<file path="src/pmst_pkg.sv">
// shared constants, register codes and item flag type for the moving sum trigger
`default_nettype none

package pmst_pkg;

    localparam int PIX_W      = 16;
    localparam int SUM_W      = 20;
    localparam int TOT_W      = 24;
    localparam int PAIRS_W    = 11;
    localparam int THR_W      = 20;
    localparam int CFG_DATA_W = 20;
    localparam int CFG_IDX_W  = 1;

    localparam logic [CFG_IDX_W-1:0] REG_PAIRS_IN_USE     = 1'b0;
    localparam logic [CFG_IDX_W-1:0] REG_WINDOW_THRESHOLD = 1'b1;

    localparam logic [PAIRS_W-1:0] PAIRS_RESET = 11'd1024;
    localparam logic [THR_W-1:0]   THR_RESET   = 20'd255;

    localparam int QUEUE_DEPTH = 4;
    localparam int QUEUE_PTR_W = $clog2(QUEUE_DEPTH);

    typedef struct packed {
        logic last_pair;
        logic last_frame;
    } item_flags_t;

endpackage

`default_nettype wire

</file>
<file path="src/pmst_queue.sv">
// short first-word-fall-through queue between front and back end
`default_nettype none

module pmst_queue #(
    parameter int DW = 8
) (
    input  wire logic          clk,
    input  wire logic          rst_n,
    input  wire logic          push,
    input  wire logic [DW-1:0] push_data,
    output logic               full,
    input  wire logic          pop,
    output logic [DW-1:0]      pop_data,
    output logic               not_empty
);

    localparam int PW = pmst_pkg::QUEUE_PTR_W;

    logic [DW-1:0] entry_reg [pmst_pkg::QUEUE_DEPTH];
    logic [PW-1:0] wr_ptr_reg, wr_ptr_next;
    logic [PW-1:0] rd_ptr_reg, rd_ptr_next;
    logic [PW:0]   cnt_reg, cnt_next;

    assign full      = cnt_reg == (PW+1)'(pmst_pkg::QUEUE_DEPTH);
    assign not_empty = cnt_reg != '0;
    assign pop_data  = entry_reg[rd_ptr_reg];

    always_comb
    begin
        wr_ptr_next = push ? wr_ptr_reg + PW'(1) : wr_ptr_reg;
        rd_ptr_next = pop ? rd_ptr_reg + PW'(1) : rd_ptr_reg;
        cnt_next    = cnt_reg;
        case ({push, pop})
            2'b10:   cnt_next = cnt_reg + (PW+1)'(1);
            2'b01:   cnt_next = cnt_reg - (PW+1)'(1);
            default: cnt_next = cnt_reg;
        endcase
    end

    always_ff @(posedge clk or negedge rst_n)
    begin
        if (!rst_n)
        begin
            wr_ptr_reg <= '0;
            rd_ptr_reg <= '0;
            cnt_reg    <= '0;
        end
        else
        begin
            wr_ptr_reg <= wr_ptr_next;
            rd_ptr_reg <= rd_ptr_next;
            cnt_reg    <= cnt_next;
        end
    end

    always_ff @(posedge clk)
    begin
        if (push)
            entry_reg[wr_ptr_reg] <= push_data;
    end

endmodule

`default_nettype wire

</file>
<file path="config.mk">
export PLATFORM = sky130hd
export DESIGN_NAME = pmst_queue
export DESIGN_NICKNAME = d
export VERILOG_FILES = /design/src/pmst_pkg.sv /design/src/pmst_queue.sv
export SDC_FILE = /design/constraint.sdc
export NUM_CORES = 1
export LEC_CHECK = 0
export BUFFER_PORTS_ARGS = -buffer_cell sky130_fd_sc_hd__buf_2
export CAP_MARGIN = 20
export CORE_MARGIN = 2
export CORE_UTILIZATION = 25
export CTS_CLUSTER_SIZE = 40
export DETAILED_ROUTE_END_ITERATION = 10
export PLACE_DENSITY = 0.47
export SLEW_MARGIN = 20
export SYNTH_ARGS = -nofsm -noshare
export SYNTH_HDL_FRONTEND = slang
export SYNTH_SLANG_ARGS = --single-unit
</file>
<file path="constraint.sdc">
create_clock -name clk -period 1.9 [get_ports clk]
set_input_delay 0.095 -clock clk [delete_from_list [all_inputs] [get_ports clk]]
set_output_delay 0.095 -clock clk [all_outputs]
set_load 0.01 [all_outputs]
</file>
==> flow_summary.rst <==
.. list-table::
   :header-rows: 1

   * - Metric
     - Value
   * - Detailed-route wire length
     - 2440 um
   * - Outcome
     - finished clean
   * - Post-cts hold buffer count
     - 1
   * - Sequential share of the synthesized area
     - 0.731
   * - TritonCTS clock tree
     - done
   * - CP Max Fanout
     - 7
   * - IO buf count
     - 21
   * - Final hold violation count
     - 0
   * - Commonest non-fill, non-tap cell in the layout
     - edfxtp_1
   * - Initial antenna violation count
     - 0
   * - Maximum capacitance violations
     - 0
   * - Max IR drop VDD
     - between 0.5 and 0.6 mV
   * - Critical path data arrival time
     - around 1.6 ns
   * - Placer's final routability congestion estimate
     - roughly 0.65
   * - Clock-pin slew on the worst setup and hold paths
     - 0.07 ns
   * - Vias in the first global route
     - between 800 and 900
   * - Floorplan die area
     - ~6900 sq um
   * - Final HPWL DP
     - between 1500 and 2000 um
   * - Number of instances in the synthesized netlist
     - 78
   * - Final number of max-transition violations
     - 0
   * - Post-Route Utilization
     - 0.311
   * - Final layout net count
     - roughly 120
   * - Max Buffers Root-to-Sink
     - 2
   * - Flip-flop count of the largest register, all copies and words added
     - 32
   * - Nature of the critical path endpoint
     - primary output
   * - Number of DRC markers in iteration 0
     - 32
   * - Detailed-route DRC error count
     - 0
   * - Switching Power
     - 0.000773 W
   * - Average instance area after synthesis
     - 19.9 sq um
   * - Portion of total power attributed to the clock network
     - 0.199
   * - Total placed cells including tap cells
     - 173
   * - Routed length per placed instance
     - approximately 13 um
   * - Global-route wire length before repair
     - approximately 4000 um
   * - Via Count
     - ~760
   * - Initial cell density of the core
     - 0.261
   * - Cell Pwr Density
     - 1400 nW/um^2
   * - Yosys synthesis warning count
     - 0
   * - Setup repair after global routing missed its margin
     - false
   * - Via-to-Cell Ratio
     - 4.17
   * - Total negative slack for setup checks
     - 0 ns
   * - Kind of start point of the critical path
     - register
   * - Clock latency on the worst-skew pair
     - ~0.28 ns
   * - Height of the die
     - slightly above 80 um
   * - Final setup fails
     - 0
   * - Synth-to-layout area growth
     - 19.2%
   * - H-tree level count
     - 2
   * - Tightest slew margin relative to the limit
     - 0.701
   * - Resized Gates After CTS
     - 0
   * - Placeable core area
     - between 5000 and 6000 sq um
   * - Antenna-violating nets left
     - 0
   * - Switching Share
     - 0.298
   * - Maximum number of pins on one net before global-route repair
     - 13
   * - Post-route clock skew
     - 0.00501 ns
   * - Chip Width
     - 82.8 um
   * - Slew at the pin closest to its max-slew limit
     - 0.448 ns
   * - Diodes inserted
     - 0
   * - Syn_nets
     - between 90 and 100
   * - Num CTS Buffers
     - 5
   * - Synth unique cells
     - 17
   * - Clk sink count
     - 39
   * - Combinational Power Share
     - 0.306
   * - Congestion Overflow GR
     - 0
   * - Post-synthesis sequential element count
     - 39
   * - Total routing resource utilization after global routing
     - 0.0773
   * - CP Data Required Time
     - 1.80 ns
   * - Portion of total power attributed to sequential cells
     - 0.495
   * - Worst hold path type
     - in2reg
   * - Post-CTS setup buffer count
     - 0
   * - Ratio of cells with drive above 1 in the final layout
     - 0.346
   * - Type of the worst setup path
     - reg2out
   * - Cell-internal power
     - roughly 0.0018 W
   * - Area of the mapped netlist
     - roughly 1600 sq um
   * - Post-Layout Inst Area
     - 1850 sq um
   * - Fraction of the cycle the final worst path needs
     - 0.883
   * - Clock root buffer
     - clkbuf_8
   * - Final worst path period need
     - approximately 1.7 ns
   * - Number of filler instances in the final layout
     - approximately 600
   * - Standard cell area after detailed placement
     - ~1800 sq um
   * - Detailed Routing Iterations Pass 1
     - 4
   * - Leading cell types in the layout, fill and taps excluded
     - edfxtp_1, buf_2, mux4_2
   * - Number of ports placed on the die boundary
     - 22
   * - Row cnt
     - 28
   * - Leak pwr
     - roughly 0.7 nW
   * - Count of placed standard cells in the final layout, fillers left out
     - between 150 and 200
   * - Fmax
     - 596 MHz
[metrics by stage]
step	hold slack [ns]	total power [W]	setup WS [ns]
after floorplan	-0.201	0.00182	0.617
after global placement	-0.0632	0.00210	0.506
after detailed placement	-0.0600	0.00213	0.456
after CTS	0.0235	0.00265	0.191
after global routing	0.0235	0.00276	0.142
final	0.0282	0.00259	0.222
[per-layer routing]
metal,part of all wire,global-route usage
met1,0.46,0.0957
met2,0.46,0.117
met3,0.054,0.0308
met4,0.025,0.0402
met5,0,0
[critical path, cell delays in order (launching register included)]
cell and delay, ns:
dfrtp_1 0.48, buf_12 0.17, mux4_2 0.50, buf_2 0.15
[power by group through the flow]
stage / Clock [W] / Combinational (W) / Sequential (W)
6_report: 0.000515 / 0.000793 / 0.00128
5_1_grt: 0.000569 / 0.000886 / 0.00131
4_1_cts: 0.000537 / 0.000824 / 0.00129
3_5_place_dp: 0 / 0.000819 / 0.00131
3_3_place_gp: 0 / 0.000794 / 0.00130
2_1_floorplan: 0 / 0.000600 / 0.00122
[cells by family (layout without fill, tap and decap cells)]
logic type,Yosys count,count (layout),share of synthesized area
AOI/OAI and AO/OA,1,1,0.00322
xor gates and xnor gates,6,6,0.0338
adders and majority gates,6,6,0.0531
buffers and inverters,8,37,0.0250
DFF,39,39,0.731
muxes,9,9,0.122
and+or+nand+nor,9,9,0.0314
[path summary, 6_finish.rpt]
path                                   endpoint  cells past startpoint           from  slack (ns)
worst max-delay path                pop_data[3]                      3  rd_ptr_reg[0]        0.22
worst min-delay path            entry_reg[3][1]                      1   push_data[1]        0.03
worst min register to register       cnt_reg[2]                      1     cnt_reg[2]        0.49
worst max register to register  entry_reg[2][7]                      3  wr_ptr_reg[0]        0.50
min in group asynchronous            cnt_reg[0]                      2          rst_n        0.17
max in group asynchronous         wr_ptr_reg[1]                      2          rst_n        1.57
[synthesized netlist by cell type]
cell type / instances / area share
and2_1: 4 / 0.016
and3_1: 1 / 0.0040
buf_2: 1 / 0.0032
buf_6: 1 / 0.0072
dfrtp_1: 7 / 0.11
edfxtp_1: 32 / 0.62
fa_1: 1 / 0.013
ha_1: 5 / 0.040
inv_1: 6 / 0.014
mux2i_1: 1 / 0.0064
mux4_2: 8 / 0.12
nand2_1: 2 / 0.0048
nor2_1: 1 / 0.0024
o21ai_0: 1 / 0.0032
or3_1: 1 / 0.0040
xnor2_1: 2 / 0.011
xor2_1: 4 / 0.023
[layout make-up]
| class | count | area, sq um | area share |
|---|---|---|---|
| multi-input combinational | 31 | 379 | 0.205 |
| inverter | 6 | 22.5 | 0.0122 |
| clock buffer | 6 | 72.6 | 0.0392 |
| clock inverter | 2 | 12.5 | 0.00676 |
| tap | 75 | 93.8 | 0.0507 |
| timing repair buffer | 23 | 135 | 0.0730 |
| sequential | 39 | 1140 | 0.614 |
Power figures use the tool's default switching activity.
