**src/pmst_pkg.sv**
```systemverilog
// shared constants, register codes and item flag type for the moving sum trigger
`default_nettype none

package pmst_pkg;

    localparam int PIX_W      = 16;
    localparam int SUM_W      = 20;
    localparam int TOT_W      = 24;
    localparam int PAIRS_W    = 11;
    localparam int THR_W      = 20;
    localparam int CFG_DATA_W = 20;
    localparam int CFG_IDX_W  = 1;

    localparam logic [CFG_IDX_W-1:0] REG_PAIRS_IN_USE     = 1'b0;
    localparam logic [CFG_IDX_W-1:0] REG_WINDOW_THRESHOLD = 1'b1;

    localparam logic [PAIRS_W-1:0] PAIRS_RESET = 11'd1024;
    localparam logic [THR_W-1:0]   THR_RESET   = 20'd255;

    localparam int QUEUE_DEPTH = 4;
    localparam int QUEUE_PTR_W = $clog2(QUEUE_DEPTH);

    typedef struct packed {
        logic last_pair;
        logic last_frame;
    } item_flags_t;

endpackage

`default_nettype wire

```
**src/pmst_front.sv**
```systemverilog
// front end: accepts pixel beats and tags each with its pair, slot and frame flags
`default_nettype none

module pmst_front #(
    parameter int MAX_PAIRS     = 1024,
    parameter int WINDOW_FRAMES = 4,
    parameter int BATCH_FRAMES  = 128,
    parameter int PAIR_W        = 10,
    parameter int SLOT_W        = 2,
    parameter int FRAME_W       = 7
) (
    input  wire logic                              clk,
    input  wire logic                              rst_n,
    input  wire logic                              in_valid,
    output logic                                   in_ready,
    input  wire logic [pmst_pkg::PAIRS_W-1:0]      pairs_in_use,
    input  wire logic                              q_full,
    output logic                                   q_push,
    output logic [PAIR_W-1:0]                      item_pair,
    output logic [SLOT_W-1:0]                      item_slot,
    output pmst_pkg::item_flags_t                  item_flags
);

    localparam int NW = pmst_pkg::PAIRS_W + 1;

    logic [PAIR_W-1:0]  pair_reg, pair_next;
    logic [SLOT_W-1:0]  slot_reg, slot_next;
    logic [FRAME_W-1:0] frame_reg, frame_next;
    logic [NW-1:0]      n_act;
    logic               last_pair, last_frame;

    // clamp the configured pair count into 1..MAX_PAIRS
    always_comb
    begin
        if (pairs_in_use == '0)
            n_act = NW'(1);
        else if ({1'b0, pairs_in_use} > NW'(MAX_PAIRS))
            n_act = NW'(MAX_PAIRS);
        else
            n_act = {1'b0, pairs_in_use};
    end

    assign last_pair  = (NW'(pair_reg) + NW'(1)) >= n_act;
    assign last_frame = frame_reg == FRAME_W'(BATCH_FRAMES - 1);

    assign in_ready   = !q_full;
    assign q_push     = in_valid && in_ready;
    assign item_pair  = pair_reg;
    assign item_slot  = slot_reg;
    assign item_flags = '{last_pair: last_pair, last_frame: last_frame};

    always_comb
    begin
        pair_next  = pair_reg;
        slot_next  = slot_reg;
        frame_next = frame_reg;
        if (q_push)
        begin
            if (last_pair)
            begin
                pair_next = '0;
                if (last_frame)
                begin
                    frame_next = '0;
                    slot_next  = '0;
                end
                else
                begin
                    frame_next = frame_reg + FRAME_W'(1);
                    slot_next  = (slot_reg == SLOT_W'(WINDOW_FRAMES - 1)) ?
                                 '0 : slot_reg + SLOT_W'(1);
                end
            end
            else
            begin
                pair_next = pair_reg + PAIR_W'(1);
            end
        end
    end

    always_ff @(posedge clk or negedge rst_n)
    begin
        if (!rst_n)
        begin
            pair_reg  <= '0;
            slot_reg  <= '0;
            frame_reg <= '0;
        end
        else
        begin
            pair_reg  <= pair_next;
            slot_reg  <= slot_next;
            frame_reg <= frame_next;
        end
    end

endmodule

`default_nettype wire

```
**config.mk**
```make
export PLATFORM = sky130hd
export DESIGN_NAME = pmst_front
export DESIGN_NICKNAME = d
export VERILOG_FILES = /design/src/pmst_pkg.sv /design/src/pmst_front.sv
export SDC_FILE = /design/constraint.sdc
export NUM_CORES = 1
export LEC_CHECK = 0
export BUFFER_PORTS_ARGS = -buffer_cell sky130_fd_sc_hd__buf_2
export CAP_MARGIN = 20
export CELL_PAD_IN_SITES_DETAIL_PLACEMENT = 1
export CELL_PAD_IN_SITES_GLOBAL_PLACEMENT = 1
export CORE_UTILIZATION = 43
export CTS_CLUSTER_DIAMETER = 30
export DETAILED_ROUTE_END_ITERATION = 8
export GPL_TIMING_DRIVEN = 0
export PLACE_DENSITY_LB_ADDON = 0.1
export SKIP_CTS_REPAIR_TIMING = 1
export SYNTH_ARGS = -nofsm -noshare
export SYNTH_HDL_FRONTEND = slang
export SYNTH_SLANG_ARGS = --single-unit
```
**constraint.sdc**
```tcl
create_clock -name clk -period 4.5 [get_ports clk]
set_input_delay 0.9 -clock clk [delete_from_list [all_inputs] [get_ports clk]]
set_output_delay 0.9 -clock clk [all_outputs]
set_load 0.01 [all_outputs]
```
==> impl_metrics.py, run 1 <==
metrics = {
    "final_layout": {
        "largest_register_ffs": 10,
        "syn_to_final_growth_pct": 16.3,
        "diodes": 0,
        "drive_above_1_share_pct": 24.3,
        "fillers": 381,
        "nNetsFinal": 215,
        "instances_no_fill": 216,
    },
    "critical_path": {
        "end_kind": "output port",
        "crit_cells": 13,
        "critPathBufInv": 4,
        "required_ns": 3.60,
        "critPathSlowestCell": "dfrtp_1",
        "r2r_start": "item_pair[0]$_DFFE_PN0P_",
        "cp_slowest_stage_delay_ns": 0.46,
        "arrival_ns": 3.27,
        "crit_fanout": 10,
        "r2r_cells": 13,
        "crit_type": "flop to output port",
        "rr_endpoint": "item_slot[0]$_DFFE_PN0P_",
        "crit_chain": "ha_1 > nand3_1 > nor2_2 > and3_1 > xnor2_1 > inv_1 > ha_1 > nand3_1 > a211oi_1 > a21o_2 > buf_2 > buf_4 > buf_2",
        "cp-start-kind": "flop",
        "crit_family": "simple AND/OR/NAND/NOR gates",
        "ff2ff_setup_slack_ns": 1.36,
    },
    "clock_network": {
        "root_buffer": "clkbuf_4",
        "clockBufferDepth": 2,
        "cts_max_level": 1,
        "worstSkewPairLatency_ns": 0.30,
        "cts_tree": "done",
        "clk_pin_slew_ns": 0.11,
        "numCtsBuffers": 3,
        "cts.sinks": 19,
    },
    "detailed_routing": {
        "wl_met2_um": 1530,
        "wirelength_met1_um": 1560,
        "ant_nets": 0,
        "drc": 2,
        "viasPerCell": 5.71,
        "dr.pass1.iters": 6,
        "drt-wirelength-per-cell_um": 14.9,
        "routed_wl_um": 3220,
        "vias": 1234,
        "top_layer": "met4",
        "met3_length_um": 122,
        "first_iter_violations": 34,
    },
    "run_status": {
        "violations": "design-rule violations",
        "outcome": "finished, violations left",
    },
    "power": {
        "swShare_pct": 40.2,
        "ir_drop_mv": 0.214,
        "powerDensity_nw_per_um2": 417,
        "p_seq_share_pct": 41.0,
        "combPwrFrac_pct": 45.6,
        "clockPowerShare_pct": 13.5,
        "leakagePower_nw": 0.846,
        "internal-power_mw": 0.390,
        "power.switching_mw": 0.262,
    },
    "synth": {
        "synth-seq-cells": 19,
        "synth_ff_type": "dfrtp_1",
        "seq_area_frac_synth_pct": 35.4,
        "synth_edf_count": 0,
        "synth.cell_area_um2": 1340,
        "synth_top_cell_by_area": "dfrtp_1",
        "synth_top_cell_area_share_pct": 35.4,
        "synth_commonest_cells": "25 x nand2_1, 19 x dfrtp_1, 14 x ha_1",
        "yosysMostFrequentCell": "nand2_1",
        "avgSynthCellArea_um2": 8.90,
        "synthArstFlopShare_pct": 100,
        "syn_inst": 151,
        "syn_nets": 180,
        "ys_top_cells_by_area": "dfrtp_1 35%, ha_1 13%, nand2_1 7.0%",
        "ys_types": 34,
        "yosysWarnings": 0,
    },
    "sta": {
        "setup_viol": 0,
        "final-max-slew-violation-count": 0,
        "worstMarginPinSlew_ns": 0.482,
        "period_share_pct": 92.6,
        "fin_setup_tns_ns": 0,
        "max-slew-margin-rel_pct": 67.9,
        "worst_clock_skew_ns": 0.00144,
        "min_period_ns": 4.17,
        "rsz0062_at_grt": "no",
        "hold_viol": 0,
        "max_freq_ghz": 0.240,
    },
    "die": {
        "fp.dieW_um": 57.9,
        "fp.dieH_um": 57.9,
        "die_area_um2": 3350,
        "core_um2": 2850,
        "io_pins": 31,
        "start_util_pct": 47.1,
        "floorplan.rows": 19,
    },
    "placed_design": {
        "dpl.hpwl_um": 2620,
        "placed_cells": 212,
        "place_congestion": 0.773,
        "port_buffers": 30,
    },
    "hold_path": {
        "hold_depth": 1,
        "worstHoldPathType": "flop to flop",
        "hold_end": "frame_reg[6]$_DFFE_PN0P_",
        "min-delay-start": "frame_reg[6]$_DFFE_PN0P_",
    },
    "global_routing": {
        "grt_first_pass_wirelength_um": 5750,
        "antenna_found_initial": 0,
        "grt_overflow": 0,
        "grt_pass1_vias": 1257,
        "grt_util_all_layers_pct": 22.2,
        "grt_start_max_net_pins": 20,
    },
    "run": {
        "drv_cap": 0,
    },
}
-- routing by layer --
metal / track usage [%] / vias to the layer above
met5: 0 / -
met4: 3.06 / 0
met3: 4.69 / 2
met2: 36.6 / 32
met1: 30.8 / 598
li1: - / 602
-- power by group through the flow --
stage | clock, mW | combinational [mW] | sequential, mW
after detailed placement | 0 | 0.300 | 0.271
after floorplan | 0 | 0.189 | 0.275
after CTS | 0.0926 | 0.302 | 0.268
after global placement | 0 | 0.282 | 0.265
final | 0.0877 | 0.297 | 0.267
after global routing | 0.0980 | 0.339 | 0.276
-- per-stage QoR --
stage          utilization, %  total power [mW]  hold WS [ns]  worst slack (ns)  cell area, um2
2_1_floorplan               -             0.464         0.445              1.03            1340
3_3_place_gp             53.7             0.547         0.461             0.546            1530
3_5_place_dp             53.7             0.572         0.487             0.443            1530
4_1_cts                  54.6             0.663         0.508            0.0938            1560
5_1_grt                  54.8             0.714         0.523            0.0426            1560
6_report                 54.8             0.652         0.499             0.332            1560
-- cells in the final DEF, fill, tap and decap left out, types with 2 or more instances in the layout --
master / synthesis / final
xnor2_1: 7 / 7
a31oi_1: 4 / 4
mux2i_1: 2 / 2
nor3b_1: 2 / 2
dfrtp_1: 19 / 19
o21ai_0: 8 / 8
clkbuf_1: 2 / 3
nand3_1: 9 / 9
nor2_1: 5 / 4
buf_2: 1 / 31
xor2_1: 4 / 4
a21oi_1: 4 / 4
nor3_1: 4 / 4
inv_1: 10 / 10
clkbuf_4: 0 / 3
and3_1: 8 / 8
a22o_1: 3 / 3
mux2_4: 2 / 2
ha_1: 14 / 14
nand2_1: 25 / 25
buf_4: 2 / 2
o31ai_1: 3 / 3
-- logic make-up (layout without fill, tap and decap cells) --
family,count (synthesis),after routing,synth area share (%)
AO/OA/AOI/OAI,28,28,13.8
XOR/XNOR,11,11,7.17
adder cells (fa/ha/maj),14,14,13.0
buffers and inverters,17,51,5.96
flip-flops,19,19,35.4
multiplexers,5,5,4.56
AND/OR/NAND/NOR,57,57,20.1
-- worst register-to-register path: stages, from the launching register on --
cell,delay (ns)
dfrtp_1,0.46
ha_1,0.26
nand3_1,0.18
nor2_2,0.26
and3_1,0.20
xnor2_1,0.15
inv_1,0.07
ha_1,0.27
nand3_1,0.10
a211oi_1,0.24
a21o_2,0.25
and2_4,0.17
buf_6,0.12
mux2_4,0.30
-- area by class of cell --
class | count | area [um2] | share of cell area (%)
clock buffers | 4 | 26.3 | 1.68
repair buffers | 30 | 150 | 9.61
flip-flops and latches | 19 | 475 | 30.4
multi-input cells | 115 | 792 | 50.7
well taps | 31 | 38.8 | 2.48
inverters | 11 | 41.3 | 2.64
plain buffers | 6 | 38.8 | 2.48
-- how the worst max path moves through the flow --
stage,start,endpoint
floorplan,pairs_in_use[4],item_flags[1]
global placement,pairs_in_use[4],item_flags[1]
detailed placement,pairs_in_use[4],item_flags[1]
CTS,item_pair[0]$_DFFE_PN0P_,item_flags[1]
global route,item_pair[0]$_DFFE_PN0P_,item_flags[1]
finish,item_pair[0]$_DFFE_PN0P_,item_flags[1]
No activity file was read; power rests on OpenSTA's default activity.
==> run 2, diff against run 1 <==
Settings changed: ABC_AREA set to 1, CORE_UTILIZATION 43 to 42, TNS_END_PERCENT set to 10.
==> run 2 against run 1 <==
  * The flow now finishes without violations
  * Critical path depth is 3 higher
  * Global-route usage shrank 0.66 points
  * First-iteration DRC count down 62%
  * Non-clock buffer count fell by 1
  * Synthesized cell count increased by 46%
  * Via count up 22%
  * Routed wire length increased by 20%
  * Critical path type is now input pin to output port
  * Largest cell class unchanged
  * Largest power group unchanged
==> impl_metrics.py, run 2 <==
metrics = {
    "global_routing": {
        "grt.busiest_layer": "met2",
        "grt_pass1_vias": 1544,
        "grt_use_met1_pct": 27.1,
        "grt_overflow": 0,
        "met3_usage_pct": 4.17,
        "antenna_found_initial": 0,
        "grt_start_max_net_pins": 20,
        "met2_usage_pct": 37.0,
        "grt_util_all_layers_pct": 21.5,
        "grt_first_pass_wirelength_um": 6820,
    },
    "detailed_routing": {
        "vias": 1504,
        "routed_wl_um": 3850,
        "dr.pass1.iters": 4,
        "drt-wirelength-per-cell_um": 12.8,
        "viasPerCell": 5.01,
        "first_iter_violations": 13,
        "drc": 0,
        "ant_nets": 0,
    },
    "die": {
        "core_um2": 3470,
        "fp.dieH_um": 63.5,
        "start_util_pct": 45.8,
        "io_pins": 31,
        "floorplan.rows": 21,
        "fp.dieW_um": 63.5,
        "die_area_um2": 4030,
    },
    "power": {
        "total_power_mw": 0.824,
        "powerDensity_nw_per_um2": 447,
        "ir_drop_mv": 0.265,
        "leakagePower_nw": 1.06,
    },
    "synth": {
        "synth_top_cell_by_area": "dfrtp_1",
        "ys_types": 27,
        "yosysMostFrequentCell": "nand2_1",
        "synth_top_family_by_area": "simple AND/OR/NAND/NOR gates",
        "synthMuxAreaShare_pct": 0,
        "synth_ff_type": "dfrtp_1",
        "synth.cell_area_um2": 1590,
        "synthArstFlopShare_pct": 100,
        "synth_fa_ha_area_share_pct": 11.0,
        "syn_nets": 249,
        "seq_area_frac_synth_pct": 29.9,
        "synth-compound-area-share_pct": 5.67,
        "synth_top_cell_area_share_pct": 29.9,
        "syn_inst": 220,
        "synth-xor-area-share_pct": 2.76,
        "synth_commonest_cells": "65 x nand2_1, 30 x inv_1, 19 x dfrtp_1, 19 x nor2_1, 18 x nand3_1",
        "synth-seq-cells": 19,
        "synth_simple_gate_area_share_pct": 40.7,
        "synth_edf_count": 0,
        "avgSynthCellArea_um2": 7.22,
        "yosysWarnings": 0,
        "ys_top_cells_by_area": "dfrtp_1 30%, nand2_1 15%, ha_1 11%",
    },
    "critical_path": {
        "ff2ff_setup_slack_ns": 1.75,
        "r2r_cells": 18,
        "crit_chain": "buf_2 > or2_1 > nor3_2 > nand3_1 > nand2_2 > nand2_1 > ha_1 > nand2_1 > nor2_2 > nand2_1 > nand3_1 > nor2_4 > nand2_4 > buf_12 > buf_4 > buf_2",
        "crit_fanout": 10,
        "crit_type": "input pin to output port",
        "critPathSlowestCell": "ha_1",
        "cp_slowest_stage_delay_ns": 0.29,
        "crit_top_cell": "nand2_1",
        "crit_cells": 16,
        "critPathBufInv": 4,
        "required_ns": 3.60,
        "arrival_ns": 3.07,
        "crit_family": "simple AND/OR/NAND/NOR gates",
        "cp-start-kind": "input pin",
        "end_kind": "output port",
    },
    "sta": {
        "final-max-slew-violation-count": 0,
        "worstMarginPinSlew_ns": 0.451,
        "period_share_pct": 88.3,
        "rsz0062_at_grt": "no",
        "setup_viol": 0,
        "worst_clock_skew_ns": 0.00211,
        "fin_setup_tns_ns": 0,
        "max_freq_ghz": 0.252,
        "hold_viol": 0,
        "max-slew-margin-rel_pct": 69.9,
        "min_period_ns": 3.97,
    },
    "placed_design": {
        "port_buffers": 30,
        "place_congestion": 0.719,
        "dpl.hpwl_um": 3040,
        "placed_cells": 296,
        "dpl_cell_area_um2": 1800,
    },
    "clock_network": {
        "root_buffer": "clkbuf_8",
        "cts.sinks": 19,
        "worstSkewPairLatency_ns": 0.26,
        "clk_pin_slew_ns": 0.07,
        "numCtsBuffers": 3,
        "cts_tree": "done",
        "cts_max_level": 1,
        "clockBufferDepth": 2,
    },
    "final_layout": {
        "final_core_util_pct": 53.1,
        "regArea_um2": 475,
        "diodes": 0,
        "fillers": 498,
        "nNetsFinal": 284,
        "syn_to_final_growth_pct": 15.9,
        "instances_no_fill": 300,
        "multi_input_area_um2": 956,
        "final_cell_mix": "65 x nand2_1, 32 x buf_2, 30 x inv_1",
        "drive_above_1_share_pct": 21.7,
        "stdcell_area_um2": 1840,
        "final_common_cell": "nand2_1",
        "largest_register_ffs": 10,
    },
    "hold_path": {
        "worstHoldPathType": "flop to flop",
        "hold_depth": 2,
    },
    "run": {
        "drv_cap": 0,
    },
    "run_status": {
        "outcome": "complete, no violations",
    },
}
-- run 2: report_power, final --
part / switching (mW) / leakage [nW] / internal [mW]
sequential: 0.0719 / 0.253 / 0.218
clock: 0.0600 / 0.0228 / 0.0631
combinational: 0.238 / 0.781 / 0.173
-- run 2: logic make-up (layout without fill, tap and decap cells) --
group / Yosys count / after routing
AOI/OAI and AO/OA: 15 / 15
DFF: 19 / 19
buffers and inverters: 35 / 69
adders and majority gates: 14 / 14
and+or+nand+nor: 132 / 132
xor gates and xnor gates: 5 / 5
-- run 2: worst paths after layout --
check	end	startpoint
worst max-delay path	item_flags[1]	pairs_in_use[0]
worst min-delay path	frame_reg[6]$_DFFE_PN0P_	frame_reg[6]$_DFFE_PN0P_
worst max register to register	item_slot[1]$_DFFE_PN0P_	item_pair[0]$_DFFE_PN0P_
worst min register to register	frame_reg[6]$_DFFE_PN0P_	frame_reg[6]$_DFFE_PN0P_
max in group asynchronous	item_pair[1]$_DFFE_PN0P_	rst_n
min in group asynchronous	item_pair[7]$_DFFE_PN0P_	rst_n
-- run 2: per-layer routing --
layer | wire [um] | vias up | part of all wire, %
li1 | - | 767 | -
met1 | 1840 | 708 | 48
met2 | 1850 | 24 | 48
met3 | 113 | 5 | 2.9
met4 | 40 | 0 | 1.0
met5 | 0 | - | 0
-- run 2: worst register-to-register path: cells and delay by family, from the launching register on --
family	cells	cell delay [ns]
DFF	1	0.58
and+or+nand+nor	14	1.42
adders and majority gates	2	0.56
buffers and inverters	2	0.14
-- run 2: stage by stage --
step | hold WS, ns | setup slack (ns)
finish | 0.510 | 0.528
global route | 0.557 | 0.230
floorplan | 0.465 | 0.976
detailed placement | 0.493 | 0.503
global placement | 0.487 | 0.552
CTS | 0.512 | 0.496
-- run 2: layout make-up --
class,count,share of cell area [%]
inverters,30,6.11
plain buffers,5,2.45
flip-flops and latches,19,25.8
repair buffers,30,8.15
multi-input cells,166,51.9
well taps,46,3.12
clock buffers,4,2.45
==> run 3, diff against run 2 <==
Settings changed: CORE_ASPECT_RATIO set to 1.25.
==> run 3 against run 2 <==
  * The flow now finishes with violations (design-rule violations)
  * Sequential power about the same
  * Clock skew down 0.0013 ns
  * Via count up 1.3%
  * First-iteration DRC count rose to 3.4 times the previous value
  * Critical endpoint unchanged
  * Highest routed layer unchanged
==> impl_metrics.py, run 3 (synthesized netlist as in run 2, its figures left out) <==
metrics = {
    "power": {
        "leakagePower_nw": 1.06,
        "ir_drop_mv": 0.177,
        "total_power_mw": 0.814,
        "powerDensity_nw_per_um2": 444,
    },
    "hold_path": {
        "worstHoldPathType": "flop to flop",
        "hold_depth": 2,
    },
    "detailed_routing": {
        "ant_nets": 0,
        "dr.pass1.iters": 6,
        "routed_wl_um": 3690,
        "viasPerCell": 5.20,
        "first_iter_violations": 44,
        "vias": 1523,
        "drc": 2,
        "drt-wirelength-per-cell_um": 12.6,
    },
    "sta": {
        "period_share_pct": 88.2,
        "max_freq_ghz": 0.252,
        "fin_setup_tns_ns": 0,
        "setup_viol": 0,
        "final-max-slew-violation-count": 0,
        "hold_viol": 0,
        "worst_clock_skew_ns": 0.000759,
        "worstMarginPinSlew_ns": 0.456,
        "max-slew-margin-rel_pct": 69.6,
        "rsz0062_at_grt": "no",
        "min_period_ns": 3.97,
    },
    "placed_design": {
        "dpl.hpwl_um": 2910,
        "port_buffers": 30,
        "place_congestion": 0.726,
    },
    "clock_network": {
        "cts.sinks": 19,
        "clk_pin_slew_ns": 0.08,
        "clockBufferDepth": 2,
        "worstSkewPairLatency_ns": 0.26,
        "root_buffer": "clkbuf_8",
        "cts_max_level": 1,
        "cts_tree": "done",
        "numCtsBuffers": 3,
    },
    "final_layout": {
        "drive_above_1_share_pct": 21.7,
        "final_cell_mix": "65 x nand2_1, 32 x buf_2, 30 x inv_1",
        "largest_register_ffs": 10,
        "syn_to_final_growth_pct": 15.4,
        "diodes": 0,
        "nNetsFinal": 284,
        "final_common_cell": "nand2_1",
    },
    "run_status": {
        "violations": "design-rule violations",
        "outcome": "finished, violations left",
    },
    "die": {
        "floorplan.rows": 24,
        "core_um2": 3540,
        "io_pins": 31,
        "fp.dieH_um": 70.8,
        "start_util_pct": 44.8,
        "fp.dieW_um": 57.0,
        "die_area_um2": 4030,
    },
    "critical_path": {
        "critPathSlowestCell": "ha_1",
        "end_kind": "output port",
        "crit_type": "input pin to output port",
        "cp_slowest_stage_delay_ns": 0.27,
        "crit_fanout": 10,
        "crit_top_cell": "nand2_1",
        "cp-start-kind": "input pin",
        "arrival_ns": 3.07,
        "crit_chain": "buf_2 > or2_1 > nor3_2 > nand3_1 > nand2_2 > nand2_1 > ha_1 > nand2_1 > nor2_2 > nand2_1 > nand3_1 > nor2_4 > nand2_4 > buf_12 > buf_4 > buf_2",
        "r2r_cells": 18,
        "required_ns": 3.60,
    },
    "global_routing": {
        "grt_pass1_vias": 1500,
        "grt_util_all_layers_pct": 20.5,
        "grt_first_pass_wirelength_um": 6530,
        "grt_start_max_net_pins": 20,
        "antenna_found_initial": 0,
        "grt_overflow": 0,
    },
    "run": {
        "drv_cap": 0,
    },
}
[run 3: cell counts in the layout (fill, tap and decap cells not counted)]
No cell type changed its count.
[run 3: worst paths after layout]
kind,startpoint,slack [ns],end
min,item_slot[1]$_DFFE_PN0P_,0.50,item_slot[1]$_DFFE_PN0P_
max,pairs_in_use[0],0.53,item_flags[1]
max reg2reg,item_pair[0]$_DFFE_PN0P_,1.73,frame_reg[6]$_DFFE_PN0P_
min in group asynchronous,rst_n,0.58,frame_reg[2]$_DFFE_PN0P_
max in group asynchronous,rst_n,3.61,frame_reg[4]$_DFFE_PN0P_
min reg2reg,item_slot[1]$_DFFE_PN0P_,0.50,item_slot[1]$_DFFE_PN0P_
[run 3: worst max-delay path: cells and delay by family]
kind,cells,cell delay (ns)
adder cells (fa/ha/maj),1,0.27
AND/OR/NAND/NOR,11,1.40
buffers and inverters,4,0.50
[run 3: per-stage QoR]
step / std cells / hold slack (ns) / worst slack [ns] / instance area, um2 / util [%]
6_report: 293 / 0.499 / 0.529 / 1830 / 51.7
2_1_floorplan: 220 / 0.465 / 0.976 / 1590 / -
3_5_place_dp: 289 / 0.484 / 0.484 / 1790 / 50.5
4_1_cts: 293 / 0.503 / 0.474 / 1830 / 51.7
3_3_place_gp: 289 / 0.488 / 0.515 / 1790 / 50.5
5_1_grt: 293 / 0.543 / 0.271 / 1830 / 51.7
[run 3: metal layers]
layer / vias to the layer above / wire length [um] / global-route usage (%)
met1: 727 / 1520 / 23.3
met2: 24 / 2050 / 39.3
li1: 767 / - / -
met4: 0 / 57 / 7.32
met5: - / 0 / 0
met3: 5 / 66 / 1.65
[run 3: power by group]
group          switching (mW)  internal (mW)
Clock                  0.0625         0.0631
Combinational           0.231          0.170
Sequential             0.0684          0.218
Total                   0.362          0.452
[run 3: final cells by class]
class | instances | area (um2)
buffer | 5 | 45.0
multi-input combinational | 166 | 956
tap | 39 | 48.8
fill | 495 | 1710
timing repair buffer | 30 | 150
clock buffer | 4 | 45.0
sequential | 19 | 475
inverter | 30 | 113
